===== src/hw/rtl/flba_pkg.sv =====
package flba_pkg;

  localparam int INDEX_W = 10;
  localparam int COUNT_W = 11;

  localparam logic [1:0] OP_INIT  = 2'd0;
  localparam logic [1:0] OP_ALLOC = 2'd1;
  localparam logic [1:0] OP_FREE  = 2'd2;

  localparam logic [1:0] ST_OK    = 2'd0;
  localparam logic [1:0] ST_EMPTY = 2'd1;
  localparam logic [1:0] ST_RANGE = 2'd2;

  localparam logic [COUNT_W-1:0] COUNT_LIMIT      = 11'd2047;
  localparam logic [COUNT_W-1:0] NUM_BLOCKS_RESET = 11'd1024;

  localparam logic REG_NUM_BLOCKS = 1'b0;

  typedef struct packed {
    logic [1:0]         operation;
    logic [INDEX_W-1:0] blk_idx;
  } cmd_t;

  typedef struct packed {
    logic [1:0]         status;
    logic [INDEX_W-1:0] granted_index;
    logic [COUNT_W-1:0] allocated_count;
  } res_t;

endpackage


===== src/hw/rtl/flba_cfg.sv =====
module flba_cfg #(
  parameter int MAX_BLOCKS = 1024,
  parameter int LW = $clog2(MAX_BLOCKS) + 1
) (
  input  logic          clk,
  input  logic          rst,
  input  logic          psel,
  input  logic          penable,
  input  logic          pwrite,
  input  logic [2:0]    paddr,
  input  logic [31:0]   pwdata,
  output logic [31:0]   prdata,
  output logic          pready,
  output logic [LW-1:0] eff_count
);

  localparam int EW = (LW > flba_pkg::COUNT_W) ? LW : flba_pkg::COUNT_W;

  logic [flba_pkg::COUNT_W-1:0] num_blocks;
  logic [EW-1:0]                bc_ext;

  assign pready = 1'b1;

  always_ff @(posedge clk) begin
    if (rst) begin
      num_blocks <= flba_pkg::NUM_BLOCKS_RESET;
    end else if (psel && penable && pwrite && paddr[2] == flba_pkg::REG_NUM_BLOCKS) begin
      num_blocks <= pwdata[flba_pkg::COUNT_W-1:0];
    end
  end

  always_comb begin
    if (paddr[2] == flba_pkg::REG_NUM_BLOCKS) begin
      prdata = 32'(num_blocks);
    end else begin
      prdata = 32'd0;
    end
  end

  // clamp to 1..MAX_BLOCKS
  assign bc_ext = EW'(num_blocks);

  always_comb begin
    if (num_blocks == '0) begin
      eff_count = LW'(1);
    end else if (bc_ext > EW'(MAX_BLOCKS)) begin
      eff_count = LW'(MAX_BLOCKS);
    end else begin
      eff_count = LW'(bc_ext);
    end
  end

endmodule


===== config.mk =====
export PLATFORM = sky130hd
export DESIGN_NAME = flba_cfg
export DESIGN_NICKNAME = d
export VERILOG_FILES = /design/src/hw/rtl/flba_pkg.sv /design/src/hw/rtl/flba_cfg.sv
export SDC_FILE = /design/constraint.sdc
export NUM_CORES = 1
export LEC_CHECK = 0
export ABC_AREA = 1
export BUFFER_PORTS_ARGS = -buffer_cell sky130_fd_sc_hd__buf_2
export CORE_MARGIN = 4
export CORE_UTILIZATION = 37
export CTS_CLUSTER_SIZE = 16
export DETAILED_ROUTE_END_ITERATION = 16
export GPL_ROUTABILITY_DRIVEN = 0
export GPL_TIMING_DRIVEN = 0
export PLACE_DENSITY = 0.89
export SYNTH_ARGS = -nofsm -noshare
export SYNTH_HDL_FRONTEND = slang
export SYNTH_SLANG_ARGS = --single-unit
export TNS_END_PERCENT = 50

===== constraint.sdc =====
create_clock -name clk -period 2.8 [get_ports clk]
set_input_delay 0.28 -clock clk [delete_from_list [all_inputs] [get_ports clk]]
set_output_delay 0.28 -clock clk [all_outputs]
set_load 0.005 [all_outputs]

Word-level counts from Yosys, hierarchy flattened

Cells that the tools add are included.

Register bits after elaboration: 11
Bits in latches: 0
RAM bits: 0
ROM bits: 0
Word-level logic and storage cells: 10
Memories kept: 0

$add $sub $neg: 0
Multipliers: 0
Div/mod/pow operators: 0
Magnitude comparators: 1
Equal/unequal tests: 0
Shift operators: 0
Muxes and demuxes: 3
Bitwise logic cells: 1
Reductions and logical operators: 4

Operators by type and width:

| kind                                        | count |
|---|---|
| 11-bit 2-to-1 mux                           | 3 |
| 11-bit > comparator (second input constant) | 1 |
| 11-bit zero test                            | 1 |
| 1-bit logical AND                           | 3 |
| 1-bit inverter                              | 1 |

Logic depth before layout (Yosys ltp)

Depth after elaboration: 3
Depth in mapped cells: 5
Depth with buffers taken out: 5

Least setup slack after synthesis

Ideal clock, no wire load.

Kind: register to output
Start point: register num_blocks, in the netlist bc_ext[9]
End point: output eff_count[1]
Arrival: 0.829 ns
Data required time: 2.520 ns
Setup slack: 1.691 ns
Cell stages (with the launch flop): 6
Path buffers: 0
Path through: dfxtp_1 -> nor2_1 -> nand3_2 -> nor2_4 -> nor2_8 -> nor2_2

Longest elaborated chain between the ends: 3

Ends and longest elaborated chain:

| element                | RTL line       | RTL |
|---|---|---|
| start, declared        | flba_cfg.sv:19 | `logic [flba_pkg::COUNT_W-1:0] num_blocks;` |
| start signal, assigned | flba_cfg.sv:26 | `num_blocks <= flba_pkg::NUM_BLOCKS_RESET;` |
| start signal, assigned | flba_cfg.sv:28 | `num_blocks <= pwdata[flba_pkg::COUNT_W-1:0];` |
| 11-bit > comparator    | flba_cfg.sv:46 | `end else if (bc_ext > EW'(MAX_BLOCKS)) begin` |
| 11-bit 2-to-1 mux      | flba_cfg.sv:46 |  |
| 11-bit 2-to-1 mux (*)  | flba_cfg.sv:44 | `if (num_blocks == '0) begin` |
| end, declared          | flba_cfg.sv:14 | `output logic [LW-1:0] eff_count` |

Every way passes the cells marked *; elsewhere a longest branch is shown, timed or not.

Worst setup path in the final report

Start point: register num_blocks, in the netlist bc_ext[9]
End point: output eff_count[7]

The elaborated chain is that of the path after synthesis.

==> metrics.csv <==
stage,metric,value,unit
synthesis,Synth Area per Inst,6.79,um2
grt,GRT Util Overall,11.2,%
setup_path,r2r setup slk,2.13,ns
route,met2 WL,841,um
floorplan,Die ar.,2950,um2
finish,"most common cell after layout, fill and taps aside",buf_2,
route,# DRC,0,
route,routed vias/inst,3.68,
floorplan,Starting Density,39.7,%
finish,fraction of layout cells with a size suffix above 1,46.4,%
timing,Final Hold Fails,0,
run,Max Cap Viol,0,
grt,vias in the first global route,639,
clock_network,hold buffers post-CTS,0,
timing,setup TNS,0,ns
placed_design,DPL Wire Length,1.53,mm
finish,final core utilization,56.0,%
floorplan,Core ar.,2000,um2
synthesis,Synth Area in XOR/XNOR,0,%
synthesis,largest family of logic cells by synthesized area,simple AND/OR/NAND/NOR gates,
placed_design,dpl ws,1.52,ns
floorplan,Ports,84,
synthesis,#FFs+latches synth,11,
clock_network,setup bufs post-CTS,0,
route,uppermost layer routed,met3,
power_and_ir_drop,Total Power,378,uW
status,status,finished clean,
setup_path,crit path from,bc_ext[9],
grt,gr ovfl total,0,
synthesis,compound-gate portion of the synthesized area,7.24,%
floorplan,Die X,54.3,um
placed_design,port bufs,38,
timing,Final Skew,0,ns
timing,period utilization,55.9,%
timing,final setup fails,0,
synthesis,mux contribution to synthesized area,0,%
route,Starting DRT DRC Count,9,
timing,RSZ-0062 raised after global routing,false,
power_and_ir_drop,Max VDD drop,0.000154,V
route,drt first pass iters,4,
synthesis,cells after synthesis,117,
finish,Area Overhead vs Synth,41.1,%
grt,initial antenna violation count,0,
setup_path,Critical Path Fanout Max,9,
route,vias,758,
setup_path,Worst Path Required,2.52,ns
finish,max FFs per register,11,
finish,post-route cell area,1120,um2
synthesis,Synth Area in Simple Gates,33.4,%
floorplan,DIE HEIGHT,54.3,um
timing,smallest hold slack,0.236,ns
grt,pin count of the biggest net entering global routing,11,
setup_path,CP Class,reg2out,
setup_path,worst r2r path cells,2,
power_and_ir_drop,Clock power frac,28.0,%
route,DR WL met3,157,um
min_path,Min-Delay Path Class,in2reg,
setup_path,crit path DAT,1.28,ns
synthesis,Synth Warn #,0,
timing,Tmin final,1.56,ns
synthesis,area of the mapped netlist,795,um2
min_path,hold path start,pwdata[1],
setup_path,Worst setup SP type,register,
clock_network,CTS buffer count,3,
timing,"Slew Viols, Final",0,
power_and_ir_drop,LEAKAGE,0.665,nW
clock_network,clk sinks,11,
grt,first-pass GRT wire length,2.53,mm
placed_design,placed cell count,202,
clock_network,CTS Buffer Depth,2,
finish,final instance count without filler cells,206,
finish,most frequent cells in the layout,"buf_2 (39), nor2_1 (35), buf_4 (22), conb_1 (22)",
setup_path,Crit. End Element,primary output,
clock_network,cts repair resizes,0,
floorplan,row count,16,
setup_path,RR Startpoint,bc_ext[10],
clock_network,clk_lat worst skew,0.26,ns
power_and_ir_drop,Int Power,265,uW
synthesis,"Seq/Total Area, Yosys",27.7,%
power_and_ir_drop,Sw Share,29.7,%
route,M1 WL,692,um
placed_design,Placed Area,1090,um2
synthesis,area share of fa/ha/maj cells after synthesis,0,%
power_and_ir_drop,pwr/cell area,337,nW/um2
clock_network,Clock transition at path regs,0.07,ns
route,drt total wl,1.69,mm
power_and_ir_drop,Seq pwr share,43.9,%
clock_network,Root Buffer,clkbuf_4,
synthesis,Netlist cell types,20,
route,DR WL/cell,8.21,um
min_path,hold depth,3,
power_and_ir_drop,P_sw,112,uW
clock_network,CTS HTree Levels,1,
timing,fmax,639,MHz
timing,post-route setup slack,1.24,ns
finish,Final nets,220,
clock_network,CTS tree,built,
finish,diode count,0,
route,Routed Antenna Nets,0,
power_and_ir_drop,Gate power share,28.1,%
==> cells in the mapped netlist <==
cell	n	share of area [%]
nor2_1	35	17
buf_4	22	21
dfxtp_1	11	28
inv_1	11	5.2
nor2_2	10	7.9
o21ai_1	8	5.0
nand2_1	4	1.9
conb_1	2	0.95
nand3_2	2	2.5
o21ai_0	2	1.3
buf_2	1	0.63
buf_6	1	1.4
clkbuf_1	1	0.47
clkbuf_4	1	0.95
inv_2	1	0.47
inv_4	1	0.79
nand3_1	1	0.63
nor2_4	1	1.4
nor2_8	1	2.5
o211ai_1	1	0.95
==> logic make-up after synthesis <==
logic type | after synthesis
buffers and inverters | 39
AND/OR/NAND/NOR | 54
other | 2
flip-flops | 11
AO/OA/AOI/OAI | 11
==> per-layer routing <==
| metal | global-route usage, % | vias to the layer above |
|---|---|---|
| met2 | 20.7 | 34 |
| met4 | 2.49 | 0 |
| met5 | 0 | - |
| met1 | 13.9 | 296 |
| met3 | 0.817 | 0 |
| li1 | - | 428 |
==> power by group through the flow <==
| stage | clock network (mW) | registers [mW] | logic (mW) |
|---|---|---|---|
| finish | 0.106 | 0.166 | 0.106 |
| global route | 0.117 | 0.167 | 0.120 |
| CTS | 0.110 | 0.166 | 0.106 |
| detailed placement | 0 | 0.170 | 0.106 |
| global placement | 0 | 0.169 | 0.105 |
| floorplan | 0 | 0.169 | 0.0798 |
==> final cells by class <==
type	instances	area (um2)
Timing Repair Buffer	38	190
Tap cell	27	33.8
Clock inverter	1	5.00
Multi-Input combinational cell	87	405
Buffer	26	193
Sequential cell	11	220
Fill cell	201	881
Clock buffer	3	22.5
Inverter	13	51.3
==> critical path, stage by stage, from the launching register on <==
cell     delay (ns)
dfxtp_1        0.33
nor2_1         0.14
nand3_2        0.10
nor2_4         0.18
nor2_8         0.08
nor2_2         0.08
buf_2          0.11
==> final timing paths <==
| kind | to |
|---|---|
| hold / removal | bc_ext[1] |
| setup reg to reg | bc_ext[10] |
| setup / recovery | eff_count[7] |
| hold reg to reg | bc_ext[1] |
Power figures use the tool's default switching activity.
